<file path="src/rtl/core/c39_pkg.sv">
`default_nettype none

package c39_pkg;

    // One input request: a single run of the scan row.
    typedef struct packed {
        logic [11:0] run_width;
        logic        row_end;
    } in_item_t;

    // One result request: a character or a failure code.
    typedef struct packed {
        logic [6:0] char_code;
        logic [3:0] status;
        logic       last;
    } out_item_t;

    localparam logic [3:0] STS_OK        = 4'd0;
    localparam logic [3:0] STS_FEW       = 4'd1;
    localparam logic [3:0] STS_UNIFORM   = 4'd2;
    localparam logic [3:0] STS_BAD_START = 4'd3;
    localparam logic [3:0] STS_WIDE_SEP  = 4'd4;
    localparam logic [3:0] STS_UNKNOWN   = 4'd5;
    localparam logic [3:0] STS_EMPTY     = 4'd6;
    localparam logic [3:0] STS_TOO_LONG  = 4'd7;
    localparam logic [3:0] STS_TRUNC     = 4'd8;
    localparam logic [3:0] STS_OVERFLOW  = 4'd9;

    localparam int         MIN_RUNS  = 19;
    localparam logic [8:0] STAR_PAT  = 9'h094;

    typedef enum logic [3:0] {
        ST_LOAD,
        ST_CHECK,
        ST_START,
        ST_START_WAIT,
        ST_NEXT,
        ST_STOP_WAIT,
        ST_DATA_WAIT,
        ST_ERR,
        ST_TXT_RD,
        ST_TXT_OUT
    } ctrl_state_t;

    typedef struct packed {
        logic       load;
        logic       init;
        logic       gather_go;
        logic       gather10;
        logic       pos_add9;
        logic       pos_add10;
        logic       txt_wr;
        logic       err_latch;
        logic [3:0] err_code;
        logic       clr_row;
        logic       optr_clr;
        logic       out_err;
        logic       out_txt;
    } c39_cmd_t;

    typedef struct packed {
        logic row_ovf;
        logic row_few;
        logic row_uniform;
        logic rem9;
        logic rem_lt10;
        logic gather_done;
        logic sep_wide;
        logic pat_stop;
        logic pat_miss;
        logic tlen_zero;
        logic tlen_full;
        logic txt_last;
        logic out_free;
    } c39_stat_t;

    // Code 39 wide/narrow pattern to ASCII; zero when the pattern is not a symbol.
    function automatic logic [6:0] lookup(input logic [8:0] pat);
        logic [6:0] c;
        c = 7'h00;
        case (pat)
            9'h034: c = 7'h30;  9'h121: c = 7'h31;  9'h061: c = 7'h32;
            9'h160: c = 7'h33;  9'h031: c = 7'h34;  9'h130: c = 7'h35;
            9'h070: c = 7'h36;  9'h025: c = 7'h37;  9'h124: c = 7'h38;
            9'h064: c = 7'h39;
            9'h109: c = 7'h41;  9'h049: c = 7'h42;  9'h148: c = 7'h43;
            9'h019: c = 7'h44;  9'h118: c = 7'h45;  9'h058: c = 7'h46;
            9'h00D: c = 7'h47;  9'h10C: c = 7'h48;  9'h04C: c = 7'h49;
            9'h01C: c = 7'h4A;  9'h103: c = 7'h4B;  9'h043: c = 7'h4C;
            9'h142: c = 7'h4D;  9'h013: c = 7'h4E;  9'h112: c = 7'h4F;
            9'h052: c = 7'h50;  9'h007: c = 7'h51;  9'h106: c = 7'h52;
            9'h046: c = 7'h53;  9'h016: c = 7'h54;  9'h181: c = 7'h55;
            9'h0C1: c = 7'h56;  9'h1C0: c = 7'h57;  9'h091: c = 7'h58;
            9'h190: c = 7'h59;  9'h0D0: c = 7'h5A;
            9'h085: c = 7'h2D;  9'h184: c = 7'h2E;  9'h0C4: c = 7'h20;
            9'h0A8: c = 7'h24;  9'h0A2: c = 7'h2F;  9'h08A: c = 7'h2B;
            9'h082: c = 7'h25;  9'h094: c = 7'h2A;
            default: c = 7'h00;
        endcase
        return c;
    endfunction

endpackage

`default_nettype wire

</file>
<file path="src/rtl/core/c39_ctrl.sv">
`default_nettype none

module c39_ctrl (
    input  wire logic              clk,
    input  wire logic              rst_n,
    input  wire logic              in_valid,
    input  wire logic              in_row_end,
    input  wire c39_pkg::c39_stat_t st,
    output c39_pkg::c39_cmd_t      cmd,
    output logic                   in_ready
);

    c39_pkg::ctrl_state_t state_reg;
    c39_pkg::ctrl_state_t state_next;

    always_ff @(posedge clk or negedge rst_n)
    begin
        if (!rst_n)
        begin
            state_reg <= c39_pkg::ST_LOAD;
        end
        else
        begin
            state_reg <= state_next;
        end
    end

    always_comb
    begin
        state_next = state_reg;
        cmd        = '0;
        in_ready   = 1'b0;
        case (state_reg)
            c39_pkg::ST_LOAD:
            begin
                in_ready = 1'b1;
                if (in_valid)
                begin
                    cmd.load = 1'b1;
                    if (in_row_end)
                    begin
                        state_next = c39_pkg::ST_CHECK;
                    end
                end
            end
            c39_pkg::ST_CHECK:
            begin
                if (st.row_ovf || st.row_few || st.row_uniform)
                begin
                    cmd.err_latch = 1'b1;
                    cmd.clr_row   = 1'b1;
                    cmd.err_code  = st.row_ovf ? c39_pkg::STS_OVERFLOW :
                                    st.row_few ? c39_pkg::STS_FEW : c39_pkg::STS_UNIFORM;
                    state_next    = c39_pkg::ST_ERR;
                end
                else
                begin
                    cmd.init   = 1'b1;
                    state_next = c39_pkg::ST_START;
                end
            end
            c39_pkg::ST_START:
            begin
                cmd.gather_go = 1'b1;
                state_next    = c39_pkg::ST_START_WAIT;
            end
            c39_pkg::ST_START_WAIT:
            begin
                if (st.gather_done)
                begin
                    if (!st.pat_stop)
                    begin
                        cmd.err_latch = 1'b1;
                        cmd.clr_row   = 1'b1;
                        cmd.err_code  = c39_pkg::STS_BAD_START;
                        state_next    = c39_pkg::ST_ERR;
                    end
                    else
                    begin
                        cmd.pos_add9 = 1'b1;
                        state_next   = c39_pkg::ST_NEXT;
                    end
                end
            end
            c39_pkg::ST_NEXT:
            begin
                if (st.rem9 && st.tlen_zero)
                begin
                    cmd.err_latch = 1'b1;
                    cmd.clr_row   = 1'b1;
                    cmd.err_code  = c39_pkg::STS_EMPTY;
                    state_next    = c39_pkg::ST_ERR;
                end
                else if (st.rem9)
                begin
                    cmd.gather_go = 1'b1;
                    state_next    = c39_pkg::ST_STOP_WAIT;
                end
                else if (st.rem_lt10)
                begin
                    cmd.err_latch = 1'b1;
                    cmd.clr_row   = 1'b1;
                    cmd.err_code  = c39_pkg::STS_TRUNC;
                    state_next    = c39_pkg::ST_ERR;
                end
                else
                begin
                    cmd.gather_go = 1'b1;
                    cmd.gather10  = 1'b1;
                    state_next    = c39_pkg::ST_DATA_WAIT;
                end
            end
            c39_pkg::ST_STOP_WAIT:
            begin
                if (st.gather_done)
                begin
                    cmd.clr_row = 1'b1;
                    if (st.pat_stop)
                    begin
                        cmd.optr_clr = 1'b1;
                        state_next   = c39_pkg::ST_TXT_RD;
                    end
                    else
                    begin
                        cmd.err_latch = 1'b1;
                        cmd.err_code  = c39_pkg::STS_TRUNC;
                        state_next    = c39_pkg::ST_ERR;
                    end
                end
            end
            c39_pkg::ST_DATA_WAIT:
            begin
                if (st.gather_done)
                begin
                    if (st.sep_wide)
                    begin
                        cmd.err_latch = 1'b1;
                        cmd.clr_row   = 1'b1;
                        cmd.err_code  = c39_pkg::STS_WIDE_SEP;
                        state_next    = c39_pkg::ST_ERR;
                    end
                    else if (st.pat_stop && !st.tlen_zero)
                    begin
                        cmd.clr_row  = 1'b1;
                        cmd.optr_clr = 1'b1;
                        state_next   = c39_pkg::ST_TXT_RD;
                    end
                    else if (st.pat_stop || st.pat_miss || st.tlen_full)
                    begin
                        cmd.err_latch = 1'b1;
                        cmd.clr_row   = 1'b1;
                        cmd.err_code  = st.pat_stop ? c39_pkg::STS_EMPTY :
                                        st.pat_miss ? c39_pkg::STS_UNKNOWN :
                                                      c39_pkg::STS_TOO_LONG;
                        state_next    = c39_pkg::ST_ERR;
                    end
                    else
                    begin
                        cmd.txt_wr    = 1'b1;
                        cmd.pos_add10 = 1'b1;
                        state_next    = c39_pkg::ST_NEXT;
                    end
                end
            end
            c39_pkg::ST_ERR:
            begin
                if (st.out_free)
                begin
                    cmd.out_err = 1'b1;
                    state_next  = c39_pkg::ST_LOAD;
                end
            end
            c39_pkg::ST_TXT_RD:
            begin
                state_next = c39_pkg::ST_TXT_OUT;
            end
            c39_pkg::ST_TXT_OUT:
            begin
                if (st.out_free)
                begin
                    cmd.out_txt = 1'b1;
                    state_next  = st.txt_last ? c39_pkg::ST_LOAD : c39_pkg::ST_TXT_RD;
                end
            end
            default:
            begin
                state_next = c39_pkg::ST_LOAD;
            end
        endcase
    end

endmodule

`default_nettype wire

</file>
<file path="config.mk">
export PLATFORM = sky130hd
export DESIGN_NAME = c39_ctrl
export DESIGN_NICKNAME = d
export VERILOG_FILES = /design/src/rtl/core/c39_pkg.sv /design/src/rtl/core/c39_ctrl.sv
export SDC_FILE = /design/constraint.sdc
export NUM_CORES = 1
export LEC_CHECK = 0
export ABC_AREA = 1
export BUFFER_PORTS_ARGS = -buffer_cell sky130_fd_sc_hd__buf_2
export CORE_MARGIN = 4
export CORE_UTILIZATION = 45
export DETAILED_ROUTE_END_ITERATION = 6
export GPL_TIMING_DRIVEN = 0
export PLACE_DENSITY = 0.78
export SLEW_MARGIN = 20
export SYNTH_ARGS = -nofsm -noshare
export SYNTH_HDL_FRONTEND = slang
export SYNTH_SLANG_ARGS = --single-unit
</file>
<file path="constraint.sdc">
create_clock -name clk -period 1.4 [get_ports clk]
set_input_delay 0 -clock clk [delete_from_list [all_inputs] [get_ports clk]]
set_output_delay 0 -clock clk [all_outputs]
set_load 0.02 [all_outputs]
</file>
# Yosys cells after proc, flatten, opt, wreduce, memory -nomap -nowiden
# Cells that the tools add are included.
[totals]
regBits = 4
input_bits = 17
out_inout_bits = 17
elab_cells = 85
[op_classes]
n_eq_ne = 16
n_mux = 59
reduce_logical = 9
[op_table]
columns = ["op", "n"]
rows = [
  ["$mux 4", 14],
  ["$mux 6", 8],
  ["$pmux 4 s10", 1],
  ["$pmux 6 s5", 1],
  ["$mux 2", 10],
  ["$mux 1", 18],
  ["$eq 4x3->1 const B", 4],
  ["$mux 7", 2],
  ["$ne 2x2->1 const B", 7],
  ["$mux 9", 1],
  ["$eq 4x2->1 const B", 2],
  ["$eq 4x4->1 const B", 2],
  ["$reduce_and 7->1", 1],
  ["$mux 5", 1],
  ["$eq 4x1->1 const B", 1],
  ["$logic_not 4->1", 1],
  ["$logic_or 1x1->1", 4],
  ["$pmux 1 s2", 2],
  ["$mux 3", 1],
  ["$logic_and 1x1->1", 2],
  ["$logic_not 1->1", 1],
]

# Depth between registers and ports, before layout
# Gate-level depths: netlist (run 1).
[logic_depth]
word_depth = 7
mapped_depth = 10

# Worst setup path before layout (run 1)
# No wires, ideal clock.
[synth_timing]
path_kind = "register to output"
start = "register state_reg[2]"
end = "output cmd[10] in the netlist's numbering"
arrival_time_ps = 1473
required_time_ps = 1400
setup_slack_ps = -73
path_stages_with_launch = 6
n_path_buf = 1
cell_sequence = "dfrtp_1 inv_2 nor2_4 nand3_2 nor3_1 buf_4"
[synth_lines]
columns = ["item", "line_no", "rtl"]
rows = [
  ["start, declared", "c39_ctrl.sv:13", "c39_pkg::ctrl_state_t state_reg;"],
  ["start signal, assigned", "c39_ctrl.sv:20", "state_reg <= c39_pkg::ST_LOAD;"],
  ["start signal, assigned", "c39_ctrl.sv:24", "state_reg <= state_next;"],
  ["end, declared", "c39_ctrl.sv:9", "output c39_pkg::c39_cmd_t cmd,"],
]

==> results of run 1 <==
-- Yosys cell counts --
cell       count  area (um^2)
a21oi_1        4         20.0
a21oi_2        1         8.76
and2_1         1         6.26
buf_4          1         7.51
clkbuf_1       1         3.75
dfrtp_1        4          100
inv_1         14         52.6
inv_2          6         22.5
nand2_1       35          131
nand2_2        5         31.3
nand3_1       10         50.1
nand3_2        5         50.1
nand4_1        3         18.8
nor2_1        12         45.0
nor2_2         3         18.8
nor2_4         2         22.5
nor3_1         4         20.0
o2111ai_1      1         8.76
o211a_1        1         10.0
o211ai_1       1         7.51
o21ai_0        5         25.0
o21ai_1        1         5.00
o21ai_2        1         8.76
o21bai_1       1         7.51
o311ai_1       1         8.76
or2_2          1         6.26
-- per-layer routing --
layer,share of wire (%),routed length (um)
met1,35,1380
met2,44,1730
met3,14,557
met4,6.1,239
met5,0,0
-- cell usage in the layout, fill, tap and decap left out, types with 5 or more instances in the layout --
cell type,n
inv_2,8
buf_4,26
nand2_4,6
nand2_2,11
nand3_1,6
buf_6,5
buf_2,22
nor2_4,6
nand3_2,7
nand2_1,23
inv_1,10
nor2_1,9
-- logic make-up (layout without fill, tap and decap cells) --
group           Yosys count  count (layout)  share of synthesized area, %
compound gates           17              17                          15.8
buf+inv                  22              78                          12.4
flops                     4               4                          14.4
simple gates             81              81                          57.5
-- critical path, cell delays in order (launching register included) --
cell	delay, ps
dfrtp_1	420
buf_4	180
nor2_4	140
nand2_2	130
inv_4	110
nand3_1	110
nand4_1	130
buf_4	150
-- repair_timing --
item / in CTS / in global routing
hold buffers: 1 / 0
setup endpoints to repair: 10 / 17
endpoints found under the hold margin: 4 / 0
pin swaps: 7 / 18
resized for setup: 25 / 44
buffers inserted: 13 / 8
-- power by group --
part	internal, mW	switching, mW	total [mW]
registers	0.186	0.123	0.309
clock network	0.0959	0.0468	0.143
logic	1.07	1.55	2.62
-- how the worst max path moves through the flow --
stage            startpoint           end  slack, ps
2_1_floorplan  state_reg[3]  state_reg[0]         10
3_3_place_gp   state_reg[3]        cmd[2]         80
3_5_place_dp   state_reg[3]  state_reg[3]         50
4_1_cts        state_reg[0]        cmd[8]        -70
5_1_grt        state_reg[2]        cmd[6]       -250
6_report       state_reg[0]        cmd[5]       -200
-- final cells by class --
class | count | area (um^2) | area share, %
Sequential cell | 4 | 104 | 7.97
Clock buffer | 3 | 22.5 | 1.73
Buffer | 2 | 11.3 | 0.865
Timing Repair Buffer | 53 | 364 | 28.0
Tap cell | 15 | 18.8 | 1.44
Multi-Input combinational cell | 98 | 702 | 53.9
Inverter | 20 | 80.1 | 6.15
-- through the flow --
| step | power (mW) | setup WS [ps] | TNS [ps] |
|---|---|---|---|
| 2_1_floorplan | 1.34 | 14.7 | 0 |
| 3_3_place_gp | 1.66 | 75.8 | 0 |
| 3_5_place_dp | 1.68 | 48.8 | 0 |
| 4_1_cts | 2.29 | -68.5 | -353 |
| 5_1_grt | 3.21 | -248 | -2480 |
| 6_report | 3.07 | -205 | -1790 |
==> results.md, run 1 <==
- The aggregate routed wire length is 3.90 mm.
- The worst path uses 115% of the clock period.
- The residual antenna-violating net count after detailed routing is 0.
- The data arrival time at the worst-slack endpoint is 1600 ps.
- The via count of the first global-routing pass is 923.
- Setup violations remaining at the end of the flow were counted as 18.
- The setup check on the worst reg-to-reg path leaves a slack of -70 ps.
- The via count is 1252.
- The number of pins with negative max-slew slack in the final report is 0.
- The post-synth design cell area is 697 um^2.
- For the worst flop-to-flop path, the logic depth is 10.
- Dividing the synthesized area by the synthesized cell count gives 5.62 um^2.
- The first detailed-routing pass took 5 iterations.
- The share of final-layout standard cells stronger than drive strength 1 is 62.2%.
- The destination of the worst register-to-register timing path is state_reg[2].
- For the final database, setup skew stands at 2.45 ps.
- The horizontal extent of the die is 47.4 um.
- IR analysis of the VDD net gives a maximum drop of 1.70 mV.
- TritonCTS built the clock tree.
- Setup repair after global routing could not meet its margin everywhere.
- The region available for standard cell placement spans 1380 um^2.
- The floorplan has 13 rows.
- The average wire per standard cell is 20.0 um.
- The final worst slack is -205 ps.
- The busiest metal layer after global routing is met2.
- The checks that failed: negative setup slack.
- The global-route usage over all layers is 24.4%.
- The vias per cell is 6.42.
- After the first detailed-routing iteration, the DRC count stood at 92.
- The post-route standard cell area excluding fillers is 1300 um^2.
- The instance area at placement is 881 um^2.
- The number of antenna diodes in the final layout is 0.
- Measured against its own limit, the worst slew margin works out to 58.6%.
- The die is 47.4 um tall.
- The critical path in this run is classified as flip-flop to output pin.
- Cells fill 94.2% of the core in the end.
- Global routing used 33.2% of the available met1 tracks.
- The maximum number of pins on one net before global-route repair is 9.
- The final-stage net count is 199.
- The reported leakage power is 0.752 nW.
- The clock tree root buffer cell is clkbuf_4.
- When the netlist entered floorplanning its net count stood at 141.
- The minimum period implied by the final worst setup slack is 1600 ps.
- The met3 capacity usage during global routing is 5.75%.
- The number of sinks on the clock net is 4.
- The type of element launching the critical path is a flip-flop.
- The flip-flop count of the largest register after layout is 4.
- The global route total overflow is 0.
- During synthesis, Yosys emitted a total of 0 warnings.
- In this run the worst path has a maximum fanout of 5.
- Excluding fillers, the count of instances in the completed layout stands at 195.
- 34 I/O pins were placed.
- The worst hold-check slack is 115 ps.
- The die covers 2240 um^2.
- Global routing used 38.2% of the available met2 tracks.
- The final count of hold timing violations is 0.
- Once placement completed, the tool counted placed cells totaling 171.
- The deepest clock path buffer count is 2.
- Once the floorplan was initialized, standard cells occupied 50.4% of the core.
- The first-pass GRT wire length is 3.95 mm.
- The path class of the tightest hold or removal check is input port to asynchronous set/reset pin.
- Max-cap violations in this run came to 0.
- The achievable clock frequency is 623 MHz.
- The number of buffers inserted by port buffering is 32.
- After clock tree synthesis, the clock-pin slew on the worst setup and hold paths is 40 ps.
- The placed wire-length estimate after detailed placement is 1.55 mm.
- After filler insertion, the fill cell instance count of the layout stands at 50.
- The number of design rule violations left after detail routing is 0.
- The share of the Yosys chip area taken by registers is 14.4%.
- At the end of routability-driven placement, the weighted congestion stood at 0.839.
- The data required time at the worst endpoint is 1400 ps.
- In this run the number of H-tree levels came out at 1.
- The clock reaches the later pin of the worst-skew pair after 230 ps.
- The number of clock buffers added by TritonCTS is 3.
- The slew of the pin with the lowest slew margin is 614 ps.
- The capturing element type of the critical path is an output pin.
- From synthesis to final layout, the design area changed by 86.9%.
- The number of antenna violations at the first check in global routing is 0.
- The post-synthesis cell count is 124.
- The synthesized flop and latch total is 4.
- Power spread over the standard cell area amounts to 2360 nW/um^2.
- The number of distinct library cells after synthesis is 26.
- The run finished, with violations left.
- The startpoint identified for the worst register-to-register timing path is state_reg[0].
No activity file was read; power rests on OpenSTA's default activity.
==> inputs of run 2 (changes only) <==
- TNS_END_PERCENT: default -> 30
==> run 2 against run 1 <==
The flow still finishes with violations (negative setup slack). First-iteration DRC count down 8.7%. Critical path depth unchanged. Sequential share of layout area up 0.40 points. Setup slack worse by 16 ps. Clock power down 5%. Combinational power down 9.2%. Largest power group unchanged. Highest routed layer unchanged.
==> results.md, run 2 (synthesis gave the netlist of run 1 again) <==
- The flow ran to the end, but the final reports show violations.
- The final reports fail on negative setup slack.
- The portion of the clock cycle consumed by the worst path in the final layout came to 116% (+1.1 points).
- The horizontal extent of the die is 47.4 um (unchanged).
- The global-route usage over all layers is 24.4% (unchanged).
- The number of design rule violations left after detail routing is 0 (unchanged).
- The H-tree depth is 1 (unchanged).
- The post-layout instance count excluding filler cells was 195 (unchanged).
- The initial cell density of the core is 50.4% (unchanged).
- The number of diodes is 0 (unchanged).
- The via count of the first global-routing pass came to 923 (unchanged).
- The worst max-slew margin expressed relative to the limit is 67.3% (+8.6 points).
- The setup clock skew after layout is 0.269 ps (-2.18 ps).
- The maximum number of pins on one net before global-route repair is 9 (unchanged).
- The count of final setup violators was 17 (-1).
- The capturing element type of the critical path is an output pin.
- The number of fill cells in the layout was 62 (+24%).
- The clock tree root buffer cell is clkbuf_4.
- The switching share of total power is 54.8% (-1.2 points).
- The combinational share of power is 84.4% (-0.9 points).
- The switching power summed over all nets came to 1.54 mW (-10%).
- The average wire per standard cell is 17.2 um (-14%).
- The share of total power in the clock network was 4.8% (+0.2 points).
- The library cell used most frequently in the layout, excluding fill and tap cells, is nand2_1.
- The internal power contribution is 1.27 mW (-5.8%).
- The minimum period implied by the final worst setup slack was 1620 ps (+15.9 ps).
- The sequential group share of total power is 10.7% (+0.6 points).
- The total power per unit cell area came to 2270 nW/um^2 (-3.7%).
- The TritonCTS clock tree is yes.
- The largest driver fanout on the critical path is 5 (unchanged).
- The via count is 1174 (-6.2%).
- The number of max-capacitance violations reported was 0 (unchanged).
- The residual antenna-violating net count after detailed routing is 0 (unchanged).
- In the layout the commonest cells are nand2_1 (27), buf_4 (26), buf_2 (23).
- STA classifies the critical path startpoint as a flip-flop.
- The core footprint was 1380 um^2 (unchanged).
- The overall die area is 2240 um^2 (unchanged).
- The slew of the pin with the lowest slew margin is 486 ps (-128 ps).
- The latest clock arrival within the worst-skew pair is 230 ps (about the same).
- The first-pass GRT wire length was 3.95 mm (unchanged).
- The site row count is 13 (unchanged).
- The number of antenna violations at the first check in global routing is 0 (unchanged).
- The data required time at the worst endpoint came to 1400 ps (about the same).
- The worst hold-check slack came to 110 ps (-4.46 ps).
- The deepest clock path buffer count came to 2 (unchanged).
- The final worst slack is -221 ps (-15.9 ps).
- The data arrival time at the worst-slack endpoint came to 1620 ps (+20 ps).
- The post-placement cell count is 171 (unchanged).
- The setup slack on the worst flop-to-flop path is -100 ps (-30 ps).
- The clock buffer count from CTS is 3 (unchanged).
- The global route total overflow is 0 (unchanged).
- The number of pins with negative max-slew slack in the final report was 0 (unchanged).
- The reported leakage power is 0.720 nW (-4.3%).
- The vertical extent of the die was 47.4 um (unchanged).
- The final count of hold timing violations is 0 (unchanged).
- The last weighted congestion value of the routability-driven placer is 0.839 (unchanged).
- Setup repair after global routing could not meet its margin everywhere.
- The destination of the worst register-to-register timing path is state_reg[0].
- The number of buffers inserted by port buffering is 32 (unchanged).
- From synthesis to final layout, the design area changed by 77.9%.
- The worst register-to-register path begins at state_reg[3].
- The count of boundary I/O pins was 34 (unchanged).
- The maximum vdd drop was 1.33 mV (-21%).
- The tightest min-delay check is of the input port to asynchronous set/reset pin type.
- The number of sinks on the clock net is 4 (unchanged).
- The number of iterations in the first detailed-routing pass was 4 (-1).
- The final-stage net count is 199 (unchanged).
- The vias per cell is 6.02 (-6.2%).
- The initial detailed-routing violation count is 84 (-8.7%).
- The flip-flop count of the largest register after layout came to 4 (unchanged).
- The share of final-layout standard cells stronger than drive strength 1 was 58.9% (-3.3 points).
- By startpoint and endpoint, the worst setup path is classified as flip-flop to output pin.
- Tracing the worst setup path back leads to its startpoint at state_reg[0].
- The placed wire-length estimate after detailed placement is 1.55 mm (unchanged).
- The aggregate routed wire length is 3.36 mm (-14%).
- The clock transition at the registers of the reported paths is 40 ps (about the same).
- The number of cell instances on the worst register-to-register path is 9 (-1).
- The achievable clock frequency is 617 MHz (-0.98%).
## run 2: worst max path at each step
stage,end,slack [ps],cells after the start
floorplan,state_reg[0],10,8
global placement,cmd[2],80,7
detailed placement,state_reg[3],50,7
CTS,cmd[8],-70,7
global route,cmd[5],-290,7
finish,cmd[5],-220,7
## run 2: worst max-delay path, stage by stage, from the launching register on
cell and delay [ps]:
dfrtp_1 410, buf_4 170, nor2_4 150, nand2_2 130, inv_4 110, nand3_1 120
nand4_1 150, buf_4 160
## run 2: metal layers
metal  GRT usage, %  share of wire, %
met4           6.63               2.4
met1           33.2                38
met5              0                 0
met2           38.2                47
met3           5.75                12
## run 2: power groups by stage
stage	combinational [mW]	sequential (mW)	clock, mW
floorplan	1.08	0.257	0
global placement	1.40	0.266	0
detailed placement	1.41	0.269	0
CTS	1.87	0.277	0.144
global route	2.52	0.307	0.159
finish	2.38	0.303	0.136
## run 2: through the flow
stage	area, um^2	total power, mW	TNS, ps	utilization [%]	worst slack [ps]
2_1_floorplan	702	1.34	0	-	14.7
3_3_place_gp	881	1.66	0	63.7	75.8
3_5_place_dp	881	1.68	0	63.7	48.8
4_1_cts	1080	2.29	-328	78.5	-69.0
5_1_grt	1240	2.99	-2900	89.7	-294
6_report	1240	2.82	-1640	89.7	-221
## run 2: cell type report
type	count	area (um^2)	share of cell area [%]
buffer	2	11.3	0.908
clock buffer	3	22.5	1.82
inverter	20	77.6	6.26
multi-input combinational	98	648	52.3
sequential	4	104	8.38
tap	15	18.8	1.51
timing repair buffer	53	358	28.9
## run 2: repair_timing
action	in CTS	in global routing
pin swaps	6	13
endpoints found under the hold margin	4	0
hold buffers	1	0
setup endpoints to repair	10	17
buffers inserted	13	7
resized for setup	24	28
==> inputs of run 3 (changes only) <==
- BUFFER_PORTS_ARGS: -buffer_cell sky130_fd_sc_hd__buf_2 -> -buffer_cell sky130_fd_sc_hd__clkbuf_2
==> run 3 against run 2 <==
The flow still finishes with violations (negative setup slack). Via count fell by 11%. Critical endpoint is now cmd[8]. Global-route usage is 0.75 points higher. Die area unchanged.
==> results.md, run 3 (synthesis gave the netlist of run 1 again) <==
- The residual antenna-violating net count after detailed routing came to 0 (unchanged).
- The deepest clock path buffer count is 2 (unchanged).
- The aggregate routed wire length is 2.56 mm (-24%).
- The final reports fail on negative setup slack.
- The tightest min-delay check is of the input port to flip-flop type.
- The initial detailed-routing violation count came to 55 (-35%).
- The largest driver fanout on the critical path is 5 (unchanged).
- The pre-CTS setup slack is 48.2 ps (-0.605 ps).
- The setup clock skew after layout is 4.12 ps (+3.85 ps).
- The final count of hold timing violations was 0 (unchanged).
- The number of fill cells in the layout was 91 (+47%).
- The site row count is 13 (unchanged).
- The start point of the critical path is state_reg[1].
- The number of sinks on the clock net was 4 (unchanged).
- The portion of the clock cycle consumed by the worst path in the final layout was 111% (-5.2 points).
- The number of pins with negative max-slew slack in the final report is 0 (unchanged).
- The number of buffers inserted by port buffering is 32 (unchanged).
- The global-route usage over all layers was 25.1% (+0.75 points).
- The clock tree root buffer cell is clkbuf_4.
- The core footprint was 1380 um^2 (unchanged).
- The via count of the first global-routing pass was 957 (+3.7%).
- The maximum number of pins on one net before global-route repair came to 9 (unchanged).
- The number of cell instances on the worst register-to-register path is 11 (+2).
- The final worst slack is -149 ps (+72.3 ps).
- The data arrival time at the worst-slack endpoint came to 1550 ps (-70 ps).
- TritonCTS built the clock tree.
- The worst setup path is captured at an output pin.
- The number of iterations in the first detailed-routing pass is 5 (+1).
- The reported leakage power was 0.667 nW (-7.3%).
- The type of element launching the critical path is a flip-flop.
- The worst hold path terminates at state_reg[3].
- The maximum vdd drop is 1.50 mV (+13%).
- From synthesis to final layout, the design area changed by 66.4%.
- The total power is 2.50 mW (-11%).
- The number of design rule violations left after detail routing is 0 (unchanged).
- The average wire per standard cell is 13.6 um (-21%).
- The setup slack on the worst flop-to-flop path is 20 ps (+120 ps).
- Leaving out fill and tap cells, the most frequent cell in the layout is nand2_1.
- The flip-flop count of the largest register after layout is 4 (unchanged).
- The placed wire-length estimate after detailed placement is 1.57 mm (+1.7%).
- The start point of the worst min-delay path is st[0].
- In the layout the commonest cells are nand2_1 (30), buf_4 (18), clkbuf_2 (18).
- The share of final-layout standard cells stronger than drive strength 1 is 53.8% (-5.1 points).
- The minimum period implied by the final worst setup slack was 1550 ps (-72.3 ps).
- The first-pass GRT wire length is 4.03 mm (+1.9%).
- The flow ran to the end, but the final reports show violations.
- The achievable clock frequency is 646 MHz (+4.7%).
- Setup repair after global routing could not meet its margin everywhere.
- The hold path depth is 3.
- The data required time at the worst endpoint is 1400 ps (about the same).
- The clock transition at the registers of the reported paths is 40 ps (about the same).
- The overall die area was 2240 um^2 (unchanged).
- The kind of critical path is flip-flop to output pin.
- The last weighted congestion value of the routability-driven placer is 0.842 (+0.30%).
- The worst register-to-register path begins at state_reg[0].
- The vias per cell is 5.57 (-7.4%).
- The number of diodes is 0 (unchanged).
- The count of final setup violators is 10 (-7).
- The total power per unit cell area is 2160 nW/um^2 (-5.1%).
- The H-tree depth was 1 (unchanged).
- The count of boundary I/O pins is 34 (unchanged).
- The number of antenna violations at the first check in global routing came to 0 (unchanged).
- The worst register-to-register path ends at state_reg[1].
- The via count was 1048 (-11%).
- The latest clock arrival within the worst-skew pair is 230 ps (about the same).
- The global route total overflow was 0 (unchanged).
- The worst max-slew margin expressed relative to the limit came to 73.2% (+5.9 points).
- The horizontal extent of the die is 47.4 um (unchanged).
- The number of max-capacitance violations reported is 0 (unchanged).
- The final-stage net count was 192 (-3.5%).
- The clock buffer count from CTS is 3 (unchanged).
- The vertical extent of the die was 47.4 um (unchanged).
- The slew of the pin with the lowest slew margin is 402 ps (-83.9 ps).
- The initial cell density of the core is 50.4% (unchanged).
run 3: timing repair:
item                                   CTS  global route
setup buffers                           12             1
hold buffers                             1             0
setup endpoints to repair               10            19
pin swaps                               11            10
endpoints found under the hold margin    4             0
gates resized for setup                 32            19
run 3: worst max-delay path, stage by stage, from the launching register on:
cell	delay, ps
dfrtp_2	450
nand2_1	120
inv_2	70
nand3_2	80
inv_2	50
nand2_2	90
nand2_2	70
a21oi_2	130
nand3_1	100
clkbuf_8	160
run 3: stage by stage:
step | instance area, um^2 | setup TNS (ps) | utilization (%) | hold WS (ps) | instances
after floorplan | 702 | 0 | - | -296 | 124
after global placement | 881 | 0 | 63.7 | -194 | 171
after detailed placement | 881 | 0 | 63.7 | -193 | 171
after CTS | 1120 | -428 | 80.9 | 80.1 | 187
after global routing | 1160 | -2020 | 83.9 | 105 | 188
final | 1160 | -838 | 83.9 | 89.0 | 188
run 3: metal layers:
| layer | vias to the layer above | share of wire (%) | GRT usage, % | routed length (um) |
|---|---|---|---|---|
| li1 | 502 | - | - | - |
| met1 | 478 | 43 | 33.8 | 1090 |
| met3 | 10 | 9.1 | 4.60 | 234 |
| met5 | - | 0 | 0 | 0 |
| met4 | 0 | 2.4 | 9.94 | 62 |
| met2 | 58 | 46 | 39.3 | 1170 |
run 3: where the power goes:
| group | internal (mW) | switching, mW | total [mW] | leakage, nW |
|---|---|---|---|---|
| Sequential | 0.186 | 0.105 | 0.291 | 0.0461 |
| Clock | 0.0959 | 0.0469 | 0.143 | 0.0138 |
| Combinational | 0.870 | 1.20 | 2.07 | 0.607 |
run 3: how the worst max path moves through the flow:
| stage | endpoint | depth (start not counted) |
|---|---|---|
| 5_1_grt | cmd[8] | 9 |
| 2_1_floorplan | state_reg[0] | 8 |
| 3_5_place_dp | cmd[2] | 7 |
| 3_3_place_gp | cmd[2] | 7 |
| 4_1_cts | cmd[5] | 7 |
| 6_report | cmd[8] | 9 |
run 3: area by class of cell:
cell class	instances	area (um^2)	area share, %
buffer	2	11.3	0.971
clock buffer	3	22.5	1.94
multi-input combinational	98	594	51.2
inverter	20	75.1	6.47
sequential	4	104	8.95
timing repair buffer	46	334	28.8
tap	15	18.8	1.62
